==> src/hw/rtl/udphcb_pkg.sv <==
// Package: shared types, constants and the ones' complement add for the UDP header builder.
`default_nettype none

package udphcb_pkg;

    // Register indexes on the configuration port
    localparam logic [2:0] REG_SRC_PORT     = 3'd0;
    localparam logic [2:0] REG_DST_PORT     = 3'd1;
    localparam logic [2:0] REG_SRC_IP       = 3'd2;
    localparam logic [2:0] REG_DST_IP       = 3'd3;
    localparam logic [2:0] REG_CHECKSUM_OFF = 3'd4;

    localparam int CFG_IDX_W  = 3;
    localparam int CFG_DATA_W = 32;

    localparam logic [16:0] COUNT_LIMIT   = 17'd65528;
    localparam logic [15:0] UDP_HDR_BYTES = 16'd8;
    localparam logic [15:0] UDP_PROTO     = 16'd17;

    // Checksum sequencer: one term per step, last step index
    localparam int            STEP_W    = 4;
    localparam logic [STEP_W-1:0] STEP_PAD      = 4'd0;
    localparam logic [STEP_W-1:0] STEP_SIP_HI   = 4'd1;
    localparam logic [STEP_W-1:0] STEP_SIP_LO   = 4'd2;
    localparam logic [STEP_W-1:0] STEP_DIP_HI   = 4'd3;
    localparam logic [STEP_W-1:0] STEP_DIP_LO   = 4'd4;
    localparam logic [STEP_W-1:0] STEP_PROTO    = 4'd5;
    localparam logic [STEP_W-1:0] STEP_PLEN     = 4'd6;
    localparam logic [STEP_W-1:0] STEP_SPORT    = 4'd7;
    localparam logic [STEP_W-1:0] STEP_DPORT    = 4'd8;
    localparam logic [STEP_W-1:0] STEP_HLEN     = 4'd9;

    // Configuration register set
    typedef struct packed {
        logic [15:0] src_port;
        logic [15:0] dst_port;
        logic [31:0] src_ip;
        logic [31:0] dst_ip;
        logic        checksum_off;
    } cfg_t;

    // Closing record passed from front to back
    typedef struct packed {
        logic [15:0] sum;
        logic [7:0]  hold;
        logic [16:0] count;
        logic        too_large;
    } close_rec_t;

    typedef enum logic [1:0] {
        BK_IDLE,
        BK_RUN,
        BK_FIN
    } bk_state_t;

    // Ones' complement 16-bit add with end-around carry
    function automatic logic [15:0] oc_add(input logic [15:0] a, input logic [15:0] b);
        logic [16:0] s;
        s = {1'b0, a} + {1'b0, b};
        return s[15:0] + {15'd0, s[16]};
    endfunction

endpackage

`default_nettype wire

==> src/hw/rtl/udphcb_front.sv <==
// Front: accepts payload words, keeps the running sum and count, pushes a closing record.
`default_nettype none

module udphcb_front
    import udphcb_pkg::*;
(
    input  wire logic       clk,
    input  wire logic       rst_n,
    input  wire logic       in_valid,
    output logic            in_stall,
    input  wire logic [7:0] payload_byte,
    input  wire logic       byte_valid,
    input  wire logic       last,
    output logic            push,
    output close_rec_t      push_rec,
    input  wire logic       q_full
);

    logic [15:0] sum_reg, sum_next;
    logic [16:0] count_reg, count_next;
    logic [7:0]  hold_reg, hold_next;
    logic        take;
    logic        add_byte;

    assign in_stall = q_full;
    assign take     = in_valid && !in_stall;
    assign add_byte = byte_valid && (count_reg < COUNT_LIMIT);

    // Fold the byte into the running state
    always_comb
    begin
        sum_next   = sum_reg;
        hold_next  = hold_reg;
        count_next = count_reg;
        if (add_byte)
        begin
            if (!count_reg[0])
            begin
                hold_next = payload_byte;
            end
            else
            begin
                sum_next = oc_add(sum_reg, {hold_reg, payload_byte});
            end
            count_next = count_reg + 17'd1;
        end
    end

    // Closing record carries the state after this word
    assign push               = take && last;
    assign push_rec.sum       = sum_next;
    assign push_rec.hold      = hold_next;
    assign push_rec.count     = count_next;
    assign push_rec.too_large = (count_next >= COUNT_LIMIT);

    always_ff @(posedge clk or negedge rst_n)
    begin
        if (!rst_n)
        begin
            sum_reg   <= '0;
            hold_reg  <= '0;
            count_reg <= '0;
        end
        else if (take)
        begin
            if (last)
            begin
                sum_reg   <= '0;
                hold_reg  <= '0;
                count_reg <= '0;
            end
            else
            begin
                sum_reg   <= sum_next;
                hold_reg  <= hold_next;
                count_reg <= count_next;
            end
        end
    end

endmodule

`default_nettype wire

==> src/hw/rtl/udphcb_fifo.sv <==
// Short queue of closing records between front and back.
`default_nettype none

module udphcb_fifo
    import udphcb_pkg::*;
#(
    parameter int DEPTH = 2
)
(
    input  wire logic       clk,
    input  wire logic       rst_n,
    input  wire logic       push,
    input  wire close_rec_t push_rec,
    input  wire logic       pop,
    output close_rec_t      pop_rec,
    output logic            empty,
    output logic            full
);

    localparam int PTR_W = $clog2(DEPTH);
    localparam int CNT_W = $clog2(DEPTH + 1);
    localparam logic [PTR_W-1:0] PTR_MAX = PTR_W'(DEPTH - 1);
    localparam logic [CNT_W-1:0] CNT_MAX = CNT_W'(DEPTH);

    close_rec_t       mem_reg [DEPTH];
    logic [PTR_W-1:0] wr_ptr_reg, wr_ptr_next;
    logic [PTR_W-1:0] rd_ptr_reg, rd_ptr_next;
    logic [CNT_W-1:0] cnt_reg, cnt_next;
    logic             do_push, do_pop;

    assign empty   = (cnt_reg == '0);
    assign full    = (cnt_reg == CNT_MAX);
    assign do_push = push && !full;
    assign do_pop  = pop && !empty;
    assign pop_rec = mem_reg[rd_ptr_reg];

    // Pointer and count update
    always_comb
    begin
        wr_ptr_next = wr_ptr_reg;
        rd_ptr_next = rd_ptr_reg;
        cnt_next    = cnt_reg;
        if (do_push)
        begin
            wr_ptr_next = (wr_ptr_reg == PTR_MAX) ? '0 : wr_ptr_reg + 1'b1;
        end
        if (do_pop)
        begin
            rd_ptr_next = (rd_ptr_reg == PTR_MAX) ? '0 : rd_ptr_reg + 1'b1;
        end
        if (do_push && !do_pop)
        begin
            cnt_next = cnt_reg + 1'b1;
        end
        else if (do_pop && !do_push)
        begin
            cnt_next = cnt_reg - 1'b1;
        end
    end

    always_ff @(posedge clk or negedge rst_n)
    begin
        if (!rst_n)
        begin
            wr_ptr_reg <= '0;
            rd_ptr_reg <= '0;
            cnt_reg    <= '0;
        end
        else
        begin
            wr_ptr_reg <= wr_ptr_next;
            rd_ptr_reg <= rd_ptr_next;
            cnt_reg    <= cnt_next;
        end
    end

    // Storage
    always_ff @(posedge clk)
    begin
        if (do_push)
        begin
            mem_reg[wr_ptr_reg] <= push_rec;
        end
    end

endmodule

`default_nettype wire

==> src/hw/rtl/udphcb_back.sv <==
// Back: folds pseudo-header and header terms into the sum, one add a cycle, and drives the output.
`default_nettype none

module udphcb_back
    import udphcb_pkg::*;
(
    input  wire logic        clk,
    input  wire logic        rst_n,
    input  wire cfg_t        cfg,
    input  wire close_rec_t  rec,
    input  wire logic        q_empty,
    output logic             pop,
    output logic             out_valid,
    input  wire logic        out_stall,
    output logic [63:0]      header_word,
    output logic             too_large
);

    bk_state_t         state_reg, state_next;
    logic [STEP_W-1:0] step_reg;
    logic [15:0]       acc_reg;
    logic [15:0]       len_reg;
    logic [15:0]       pad_reg;
    logic              big_reg;
    logic              out_valid_reg;
    logic [63:0]       header_word_reg;
    logic              too_large_reg;

    logic              out_free;
    logic              load;
    logic              do_step;
    logic              out_load;
    logic [15:0]       term;
    logic [15:0]       csum;

    assign out_free = !out_valid_reg || !out_stall;

    // Next state
    always_comb
    begin
        state_next = state_reg;
        case (state_reg)
            BK_IDLE:
            begin
                if (!q_empty)
                begin
                    state_next = rec.too_large ? BK_FIN : BK_RUN;
                end
            end
            BK_RUN:
            begin
                if (step_reg == STEP_HLEN)
                begin
                    state_next = BK_FIN;
                end
            end
            BK_FIN:
            begin
                if (out_free)
                begin
                    state_next = BK_IDLE;
                end
            end
            default:
            begin
                state_next = BK_IDLE;
            end
        endcase
    end

    // Control outputs
    always_comb
    begin
        load     = 1'b0;
        do_step  = 1'b0;
        out_load = 1'b0;
        case (state_reg)
            BK_IDLE:
            begin
                load = !q_empty;
            end
            BK_RUN:
            begin
                do_step = 1'b1;
            end
            BK_FIN:
            begin
                out_load = out_free;
            end
            default:
            begin
                load = 1'b0;
            end
        endcase
    end

    assign pop = load;

    // Term for the current step
    always_comb
    begin
        case (step_reg)
            STEP_PAD:    term = pad_reg;
            STEP_SIP_HI: term = cfg.src_ip[31:16];
            STEP_SIP_LO: term = cfg.src_ip[15:0];
            STEP_DIP_HI: term = cfg.dst_ip[31:16];
            STEP_DIP_LO: term = cfg.dst_ip[15:0];
            STEP_PROTO:  term = UDP_PROTO;
            STEP_PLEN:   term = len_reg;
            STEP_SPORT:  term = cfg.src_port;
            STEP_DPORT:  term = cfg.dst_port;
            STEP_HLEN:   term = len_reg;
            default:     term = '0;
        endcase
    end

    // Final checksum; zero goes out as all ones, and zero is sent when checksum_off is set
    always_comb
    begin
        csum = ~acc_reg;
        if (csum == '0)
        begin
            csum = 16'hFFFF;
        end
        if (cfg.checksum_off)
        begin
            csum = '0;
        end
    end

    always_ff @(posedge clk or negedge rst_n)
    begin
        if (!rst_n)
        begin
            state_reg     <= BK_IDLE;
            out_valid_reg <= 1'b0;
        end
        else
        begin
            state_reg <= state_next;
            if (out_load)
            begin
                out_valid_reg <= 1'b1;
            end
            else if (!out_stall)
            begin
                out_valid_reg <= 1'b0;
            end
        end
    end

    // Working registers
    always_ff @(posedge clk)
    begin
        if (load)
        begin
            step_reg <= STEP_PAD;
            acc_reg  <= rec.sum;
            len_reg  <= rec.count[15:0] + UDP_HDR_BYTES;
            pad_reg  <= rec.count[0] ? {rec.hold, 8'd0} : 16'd0;
            big_reg  <= rec.too_large;
        end
        else if (do_step)
        begin
            step_reg <= step_reg + 1'b1;
            acc_reg  <= oc_add(acc_reg, term);
        end
    end

    // Output register
    always_ff @(posedge clk)
    begin
        if (out_load)
        begin
            if (big_reg)
            begin
                header_word_reg <= '0;
            end
            else
            begin
                header_word_reg <= {cfg.src_port, cfg.dst_port, len_reg, csum};
            end
            too_large_reg <= big_reg;
        end
    end

    assign out_valid   = out_valid_reg;
    assign header_word = header_word_reg;
    assign too_large   = too_large_reg;

endmodule

`default_nettype wire

==> src/hw/rtl/udp_header_checksum_builder.sv <==
// Top level: UDP header builder with IPv4 pseudo-header checksum.
//
//   Channel  Direction  Handshake          Word
//   in       sink       in_valid/in_stall  payload_byte, byte_valid, last
//   out      source     out_valid/out_stall header_word, too_large
//   cfg      sink       cfg_wr_en          cfg_index, cfg_wdata
//
// Payload words are taken one per clock while in_stall is low; every second valid byte costs one
// ones' complement add in the front. A closing word queues a record; the back loads it, adds
// ten terms (odd-length pad, pseudo-header, header) one per step through one shared adder and
// loads the output; an oversize datagram skips the adds. The back takes its next record only
// after it has loaded the output for the last one; faster closing words fill the queue and
// raise in_stall.
// rst_n clears the running state, queue pointers, sequencer state, output valid and configuration registers.
// out_stall holds the output register; the back finishes its sum and waits until it frees.
`default_nettype none

module udp_header_checksum_builder
    import udphcb_pkg::*;
#(
    parameter int QUEUE_DEPTH = 2
)
(
    input  wire logic                  clk,
    input  wire logic                  rst_n,
    input  wire logic                  cfg_wr_en,
    input  wire logic [CFG_IDX_W-1:0]  cfg_index,
    input  wire logic [CFG_DATA_W-1:0] cfg_wdata,
    input  wire logic                  in_valid,
    output logic                       in_stall,
    input  wire logic [7:0]            payload_byte,
    input  wire logic                  byte_valid,
    input  wire logic                  last,
    output logic                       out_valid,
    input  wire logic                  out_stall,
    output logic [63:0]                header_word,
    output logic                       too_large
);

    cfg_t       cfg_reg;
    logic       push;
    logic       pop;
    logic       q_empty;
    logic       q_full;
    close_rec_t push_rec;
    close_rec_t pop_rec;

    // Configuration registers
    always_ff @(posedge clk or negedge rst_n)
    begin
        if (!rst_n)
        begin
            cfg_reg <= '0;
        end
        else if (cfg_wr_en)
        begin
            case (cfg_index)
                REG_SRC_PORT:     cfg_reg.src_port     <= cfg_wdata[15:0];
                REG_DST_PORT:     cfg_reg.dst_port     <= cfg_wdata[15:0];
                REG_SRC_IP:       cfg_reg.src_ip       <= cfg_wdata;
                REG_DST_IP:       cfg_reg.dst_ip       <= cfg_wdata;
                REG_CHECKSUM_OFF: cfg_reg.checksum_off <= cfg_wdata[0];
                default:          cfg_reg              <= cfg_reg;
            endcase
        end
    end

    udphcb_front u_front (
        .clk          (clk),
        .rst_n        (rst_n),
        .in_valid     (in_valid),
        .in_stall     (in_stall),
        .payload_byte (payload_byte),
        .byte_valid   (byte_valid),
        .last         (last),
        .push         (push),
        .push_rec     (push_rec),
        .q_full       (q_full)
    );

    udphcb_fifo #(
        .DEPTH (QUEUE_DEPTH)
    ) u_fifo (
        .clk      (clk),
        .rst_n    (rst_n),
        .push     (push),
        .push_rec (push_rec),
        .pop      (pop),
        .pop_rec  (pop_rec),
        .empty    (q_empty),
        .full     (q_full)
    );

    udphcb_back u_back (
        .clk         (clk),
        .rst_n       (rst_n),
        .cfg         (cfg_reg),
        .rec         (pop_rec),
        .q_empty     (q_empty),
        .pop         (pop),
        .out_valid   (out_valid),
        .out_stall   (out_stall),
        .header_word (header_word),
        .too_large   (too_large)
    );

endmodule

`default_nettype wire

==> config.mk <==
export PLATFORM = sky130hd
export DESIGN_NAME = udp_header_checksum_builder
export DESIGN_NICKNAME = d
export VERILOG_FILES = /design/src/hw/rtl/udphcb_pkg.sv /design/src/hw/rtl/udphcb_front.sv /design/src/hw/rtl/udphcb_fifo.sv /design/src/hw/rtl/udphcb_back.sv /design/src/hw/rtl/udp_header_checksum_builder.sv
export SDC_FILE = /design/constraint.sdc
export NUM_CORES = 1
export LEC_CHECK = 0
export BUFFER_PORTS_ARGS = -buffer_cell sky130_fd_sc_hd__buf_4
export CORE_MARGIN = 4
export CORE_UTILIZATION = 55
export DETAILED_ROUTE_END_ITERATION = 12
export PLACE_DENSITY = 0.77
export SKIP_LAST_GASP = 1
export SLEW_MARGIN = 20
export SYNTH_ARGS = -nofsm -noshare
export SYNTH_HDL_FRONTEND = slang
export SYNTH_SLANG_ARGS = --single-unit
==> constraint.sdc <==
create_clock -name clk -period 4.71 [get_ports clk]
set_input_delay 0.471 -clock clk [delete_from_list [all_inputs] [get_ports clk]]
set_output_delay 0.471 -clock clk [all_outputs]
set_load 0.02 [all_outputs]
==> impl_results.md, run 1 <==
- Required @ worst endpoint: 4.98 ns
- Area leader, netlist: sky130_fd_sc_hd__edfxtp_1
- Cell area after technology mapping: 16,400 µm²
- Clock network latency to the later pin of the worst-skew pair: 0.53 ns
- Max reg flops: 97
- Floorplan core area: 29,000 µm²
- Count of pins over their slew limit: 0
- # fillers: 2,117
- Worst Clk Skew: 0.0175 ns
- Crit Reg-Reg Endpoint: u_back.acc_reg[15]
- Wire length of the first global-routing pass: 62.8 mm
- Ratio of cells with drive above 1 in the final layout: 0.272
- TritonCTS clock tree: yes
- Sum of overflow across all layers after global routing: 0
- Floorplan die width: 180 µm
- Yosys reg bits: 337
- Relative max-transition margin: 0.367
- Port Buffers: 116
- Final GP Congestion: 0.938
- Number of DRC markers after the initial detailed-route iteration: 926
- Sum of routed wire length over all layers: 39.2 mm
- Utilization after layout: 0.668
- EDFF count, synth: 188
- Critical Path Fanout Max: 8
- Multi-input gate area: 6780 µm²
- CP max stage cell: sky130_fd_sc_hd__a221oi_1
- Minimum setup slack among reg-to-reg paths: 0.21 ns
- Clock Pin Slew Worst Setup and Hold Paths: 0.06 ns
- Logic depth of the worst register-to-register path: 18
- Maximum number of buffers from clock root to sink: 3
- Hold buffer count at cts: 0
- Largest net degree at the start of global routing: 84
- Total die area: 32,600 µm²
- Cell-by-cell trace of the critical path: inv_1 > ha_1 > nor2b_1 > and2_2 > buf_4 > a22oi_1 > nand3_1 > ha_1 > buf_4 > a21o_1 > a221oi_1 > nand3_1 > mux2_2 > o311ai_1 > and4b_1 > nand4_1 > xnor2_1 > mux2i_1
- Type of the setup path with the least slack: flip-flop to flip-flop
- Share of the synthesized area in the top cell type: 0.345
- Final worst hold slack: -0.0367 ns
- Count of nets left with antenna violations after detail routing: 0
- Initial Utilization: 0.564
- Inserted Diodes: 0
- Worst slew pin tran: 0.950 ns
- Via count of the first global-routing pass: 11,400
- Vertical die dimension: 180 µm
- Average size of a mapped cell: 12.4 µm²
- Synthesized instance count: 1,316
- Wirelength per Cell: 20.7 µm
- Critical Path Start: u_back.step_reg[0]
- Total number of clock tree sinks: 337
- Destination of the critical timing path: u_back.acc_reg[15]
- Async SR Flop Fraction: 0.430
- Total vias in the final route: 11,400
- Clock period minus worst slack: 4.50 ns
- Synth-to-Final Area Change: 18.4%
- Worst reg2reg startpoint: u_back.step_reg[0]
- Top cells by area in the synthesized netlist: sky130_fd_sc_hd__edfxtp_1, sky130_fd_sc_hd__dfrtp_1, sky130_fd_sc_hd__mux2_2
- Arrival time at the worst endpoint: 4.77 ns
- Number of hold-slack violations in the final timing report: 10
- Ratio of total power to cell area: 687 nW/µm²
- Status: finished with violations
- Number of levels the H-tree was split into: 2
- Initial antenna violation count: 0
- Max rail drop VDD: 0.000370 V
- CP Buf/Inv Count: 3
- Number of buffers added by the clock tree synthesis step: 35
- Post-Place Worst Slack: 0.114 ns
- Post-route setup slack: 0.211 ns
- Detail-routed via count per cell: 6.01
- HPWL after DPL: 28.5 mm
- Worst hold-check path type: input port to asynchronous set/reset pin
- Register area: 9360 µm²
- Capturing element type of the critical path: flip-flop
- Worst path top cell family by delay: simple AND/OR/NAND/NOR gates
- Warnings, synthesis: 0
- Failing checks: negative hold slack
- Final clock period utilization by the worst path: 0.955
- Largest stage delay on the critical path: 0.40 ns
- P_leak: 7.85 nW
- Max cap viols: 0
- Number of cell rows: 62
- Clock root buffer: sky130_fd_sc_hd__clkbuf_16
- Leading register cell type out of synthesis: sky130_fd_sc_hd__edfxtp_1
- Worst setup SP type: flip-flop
- Total global routing track utilization: 0.237
- Number of distinct library cells after synthesis: 75
- CP Depth: 18
- Count of nets after finishing: 1,579
- Fmax: 0.222 GHz
- Top-level I/O count: 117
- Register area share after synthesis: 0.572
- Post-detailed-route DRC marker count: 0
- Setup violators final: 0
- First-pass iteration count of the detailed router: 6
- Syn_nets: 1,411
[through the flow]
step	instance area (µm²)	instances	setup TNS, ns	total power, mW
finish	19400	1895	0	13.3
global route	19400	1895	-0.0176	14.1
CTS	19200	1890	0	13.2
detailed placement	18100	1826	0	10.3
global placement	18000	1825	0	10.1
floorplan	16400	1316	0	8.40
[placed cells by master, fill, tap and decap left out, types with 5 or more instances in the layout]
master	count
sky130_fd_sc_hd__nand2b_1	10
sky130_fd_sc_hd__mux2i_1	30
sky130_fd_sc_hd__nor3_1	13
sky130_fd_sc_hd__or3_1	5
sky130_fd_sc_hd__mux2_2	117
sky130_fd_sc_hd__a22oi_1	31
sky130_fd_sc_hd__inv_1	20
sky130_fd_sc_hd__xnor2_1	46
sky130_fd_sc_hd__edfxtp_1	188
sky130_fd_sc_hd__dfrtp_1	144
sky130_fd_sc_hd__nand2_1	71
sky130_fd_sc_hd__a21o_1	14
sky130_fd_sc_hd__a222oi_1	13
sky130_fd_sc_hd__a22o_1	23
sky130_fd_sc_hd__a21oi_1	65
sky130_fd_sc_hd__o21ai_1	13
sky130_fd_sc_hd__xor2_1	32
sky130_fd_sc_hd__buf_4	192
sky130_fd_sc_hd__nand4_1	17
sky130_fd_sc_hd__or2_2	7
sky130_fd_sc_hd__and2_1	8
sky130_fd_sc_hd__clkbuf_16	35
sky130_fd_sc_hd__a311oi_1	6
sky130_fd_sc_hd__a32o_1	5
sky130_fd_sc_hd__nand3_1	39
sky130_fd_sc_hd__a211oi_1	5
sky130_fd_sc_hd__clkbuf_1	8
sky130_fd_sc_hd__nor2_1	60
sky130_fd_sc_hd__o21ai_0	43
sky130_fd_sc_hd__and3_1	10
sky130_fd_sc_hd__a32oi_1	6
sky130_fd_sc_hd__and3b_1	5
sky130_fd_sc_hd__nor2b_1	69
sky130_fd_sc_hd__ha_1	40
sky130_fd_sc_hd__clkinv_2	5
[where the power goes]
part | leakage [nW] | internal (mW) | total (mW) | switching [mW]
clock | 0.574 | 1.67 | 2.84 | 1.17
sequential | 3.60 | 4.18 | 4.83 | 0.649
combinational | 3.67 | 2.45 | 5.64 | 3.19
[Yosys cell counts (all sizes together), types with 10 or more instances]
master,number
a222oi,13
ha,43
edfxtp,188
buf,11
nand2b,10
a22o,23
and3,11
xnor2,46
nor2b,69
nand3,40
inv,20
mux2i,30
nor3,15
mux2,117
nand4,17
and2,10
a22oi,31
nor2,63
o21ai,57
a21oi,66
xor2,32
nand2,73
dfrtp,145
a21o,15
clkbuf,53
[worst min path at each step]
stage,start,endpoint,slack [ns],cells past startpoint
floorplan,rst_n,cfg_reg[0],0.18,0
global placement,cfg_reg[10],cfg_reg[10],0.48,1
detailed placement,cfg_reg[32],cfg_reg[32],0.50,1
CTS,rst_n,u_front.count_reg[10],0.02,1
global route,rst_n,u_front.count_reg[10],0.04,1
finish,rst_n,u_front.count_reg[10],-0.04,1
[layer usage]
layer,vias up,global-route usage,part of all wire
li1,5292,-,-
met1,5609,0.331,0.43
met2,417,0.385,0.47
met3,78,0.0412,0.065
met4,0,0.0714,0.031
met5,-,0,0
[repair_timing]
item | CTS | global route
gates resized for setup | 0 | 22
endpoints found under the setup margin | 0 | 14
setup buffers | 0 | 5
[cell type report]
class / count / area share
flip-flops and latches: 337 / 0.483
well taps: 384 / 0.0248
repair buffers: 195 / 0.0770
clock inverters: 18 / 0.0123
clock buffers: 46 / 0.0489
multi-input cells: 895 / 0.350
inverters: 20 / 0.00388
[cell families (layout without fill, tap and decap cells)]
| kind of cell | Yosys count | count (layout) | share of synthesized area |
|---|---|---|---|
| buffers and inverters | 84 | 279 | 0.0199 |
| DFF | 337 | 337 | 0.572 |
| and+or+nand+nor | 344 | 344 | 0.110 |
| muxes | 147 | 147 | 0.0989 |
| adders and majority gates | 45 | 45 | 0.0354 |
| AOI/OAI and AO/OA | 281 | 281 | 0.122 |
| xor gates and xnor gates | 78 | 78 | 0.0418 |
No activity file was read; power rests on OpenSTA's default activity.
==> inputs of run 2 (changes only) <==
Settings changed: CTS_BUF_LIST set to sky130_fd_sc_hd__clkbuf_4.
==> impl_results.md, run 2 (synthesis gave the netlist of run 1 again) <==
- Worst hold-check path type: input port to flip-flop
- Critical Path Fanout Max: 6 (-2)
- Capturing element type of the critical path: flip-flop
- Wire length of the first global-routing pass: 64.4 mm (+2.6%)
- Clock Pin Slew Worst Setup and Hold Paths: 0.06 ns (about the same)
- Arrival time at the worst endpoint: 4.88 ns (+0.11 ns)
- GRT met2 Usage: 0.392 (+0.00707)
- Count of pins over their slew limit: 0 (unchanged)
- Cell Area, Placed: 18,100 µm² (unchanged)
- Most frequent cells in the layout: sky130_fd_sc_hd__buf_4, sky130_fd_sc_hd__edfxtp_1, sky130_fd_sc_hd__dfrtp_1
- Clock period minus worst slack: 4.43 ns (-0.0677 ns)
- Total die area: 32,600 µm² (unchanged)
- Min-delay src: cfg_wdata[16]
- Max reg flops: 97 (unchanged)
- Post-detailed-route DRC marker count: 0 (unchanged)
- TritonCTS clock tree: yes
- Post-Place Worst Slack: 0.114 ns (unchanged)
- Count of nets left with antenna violations after detail routing: 0 (unchanged)
- P_leak: 8.04 nW (+2.4%)
- Post-route setup slack: 0.279 ns (+0.0677 ns)
- Met3 track demand over resource: 0.0456 (+0.00444)
- Utilization after layout: 0.674 (+0.00634)
- Port Buffers: 116 (unchanged)
- Detail-routed via count per cell: 5.90 (-1.9%)
- Initial antenna violation count: 1 (+1)
- Total global routing track utilization: 0.243 (+0.00634)
- Number of DRC markers after the initial detailed-route iteration: 990 (+6.9%)
- Final worst hold slack: 0.0424 ns (+0.0790 ns)
- Crit Reg-Reg Endpoint: u_back.acc_reg[11]
- Minimum setup slack among reg-to-reg paths: 0.28 ns (+0.07 ns)
- Sum of routed wire length over all layers: 40.3 mm (+2.7%)
- Most common library cell in the layout ignoring fill and taps: sky130_fd_sc_hd__buf_4
- Floorplan die width: 180 µm (unchanged)
- Largest net degree at the start of global routing: 84 (unchanged)
- HPWL after DPL: 28.5 mm (unchanged)
- Worst reg2reg startpoint: u_back.step_reg[1]
- Total vias in the final route: 11,900 (+4.4%)
- Relative max-transition margin: 0.361 (-0.00637)
- Maximum number of buffers from clock root to sink: 3 (unchanged)
- Wirelength per Cell: 20.0 µm (-3.5%)
- Worst setup SP type: flip-flop
- Initial Utilization: 0.564 (unchanged)
- Vertical die dimension: 180 µm (unchanged)
- Via count of the first global-routing pass: 11,900 (+4.8%)
- Fmax: 0.226 GHz (+1.5%)
- Floorplan core area: 29,000 µm² (unchanged)
- Worst slew pin tran: 0.959 ns (+0.00956 ns)
- Number of hold-slack violations in the final timing report: 0 (-10)
- Endpoint with the worst hold slack: cfg_reg[49]
- Count of nets after finishing: 1,656 (+4.9%)
- Type of the setup path with the least slack: flip-flop to flip-flop
- Final non-filler cell area: 19,600 µm² (+0.95%)
- Final GP Congestion: 0.938 (unchanged)
- Required @ worst endpoint: 5.15 ns (+0.17 ns)
- Worst Clk Skew: 0.0580 ns (+0.0405 ns)
- Status: finished, final reports clean
- Top-level I/O count: 117 (unchanged)
- Max rail drop VDD: 0.000390 V (+5.3%)
- Clock root buffer: sky130_fd_sc_hd__clkbuf_4
- Global Route met1 Usage: 0.330 (-0.000453)
- Logic depth of the worst register-to-register path: 25 (+7)
- Ratio of total power to cell area: 664 nW/µm² (-3.3%)
- Max cap viols: 0 (unchanged)
- Hold path cells: 2
- First-pass iteration count of the detailed router: 6 (unchanged)
- Synth-to-Final Area Change: 19.6%
- Clock network latency to the later pin of the worst-skew pair: 0.73 ns (+0.20 ns)
- Number of buffers added by the clock tree synthesis step: 86 (+150%)
- GRT Max-Usage Layer: met2
- Ratio of cells with drive above 1 in the final layout: 0.301 (+0.0289)
- Setup violators final: 0 (unchanged)
- Number of levels the H-tree was split into: 3 (+1)
- Final clock period utilization by the worst path: 0.941 (-0.0144)
- Sum of overflow across all layers after global routing: 0 (unchanged)
- Total number of clock tree sinks: 337 (unchanged)
- Number of cell rows: 62 (unchanged)
==> run 2: cell count changes in the layout (fill, tap and decap cells not counted), sizes merged <==
cell         previous run  this run
bufinv                  4         1
clkbuf                 46       126
clkinv                  6        27
diode                   0         1
dlygate4sd3             0        26
inv                    25        22
==> run 2: worst max-delay path by stage <==
stage / slack, ns / endpoint / start / cells past startpoint
CTS: 0.1 / u_back.acc_reg[15] / u_back.step_reg[0] / 17
floorplan: 0.1 / u_back.acc_reg[10] / u_back.step_reg[2] / 25
global route: -0.0009 / u_back.acc_reg[14] / u_back.step_reg[1] / 25
finish: 0.28 / u_back.acc_reg[11] / u_back.step_reg[1] / 25
global placement: 0.20 / u_back.acc_reg[10] / u_back.step_reg[0] / 23
detailed placement: 0.11 / u_back.acc_reg[12] / u_back.step_reg[0] / 22
==> run 2: critical path, stage by stage (launching register included) <==
cell,delay (ns)
sky130_fd_sc_hd__dfxtp_2,0.32
sky130_fd_sc_hd__inv_1,0.06
sky130_fd_sc_hd__ha_1,0.19
sky130_fd_sc_hd__nand2_1,0.08
sky130_fd_sc_hd__nor2_1,0.06
sky130_fd_sc_hd__a21o_2,0.25
sky130_fd_sc_hd__buf_4,0.16
sky130_fd_sc_hd__a222oi_1,0.33
sky130_fd_sc_hd__nand3_1,0.18
sky130_fd_sc_hd__ha_1,0.34
sky130_fd_sc_hd__a21o_1,0.16
sky130_fd_sc_hd__a221oi_2,0.07
sky130_fd_sc_hd__a31o_2,0.26
sky130_fd_sc_hd__a21o_1,0.17
sky130_fd_sc_hd__o21bai_1,0.13
sky130_fd_sc_hd__a21oi_1,0.08
sky130_fd_sc_hd__o21bai_1,0.14
sky130_fd_sc_hd__a21o_1,0.13
sky130_fd_sc_hd__ha_1,0.16
sky130_fd_sc_hd__and3_1,0.21
sky130_fd_sc_hd__nand2_1,0.09
sky130_fd_sc_hd__nor2_2,0.18
sky130_fd_sc_hd__nand4_1,0.13
sky130_fd_sc_hd__xor2_1,0.17
sky130_fd_sc_hd__nor2_1,0.09
sky130_fd_sc_hd__a21oi_1,0.04
==> run 2: report_power, final <==
part	internal (mW)	total (mW)	switching (mW)
Clock	1.30	2.52	1.22
Sequential	4.18	4.83	0.648
Combinational	2.45	5.64	3.19
Total	7.93	13.0	5.06
==> run 2: final cells by class <==
type | count | area, µm²
multi-input cells | 895 | 6760
clock inverters | 33 | 179
fillers | 2109 | 9460
flip-flops and latches | 337 | 9360
clock buffers | 126 | 946
inverters | 20 | 75.1
well taps | 384 | 480
diodes | 1 | 2.50
repair buffers | 221 | 1750
==> run 2: stage by stage <==
step,cells,setup TNS (ns),power [mW]
final,2017,0,13.0
after global routing,2017,-0.000921,13.8
after CTS,2010,0,12.8
after detailed placement,1826,0,10.3
after global placement,1825,0,10.1
after floorplan,1316,0,8.40
==> run 2: per-layer routing <==
layer / up-vias / wire [µm]
met5: - / 0
met4: 0 / 1420
met3: 94 / 2690
met2: 461 / 18900
met1: 5844 / 17200
li1: 5500 / -
==> run 2: what timing repair did <==
| item | in CTS | in global routing |
|---|---|---|
| resized for setup | 0 | 19 |
| buffers inserted | 0 | 5 |
| setup endpoints to repair | 0 | 13 |
| hold buffers | 25 | 1 |
| hold endpoints to repair | 138 | 1 |
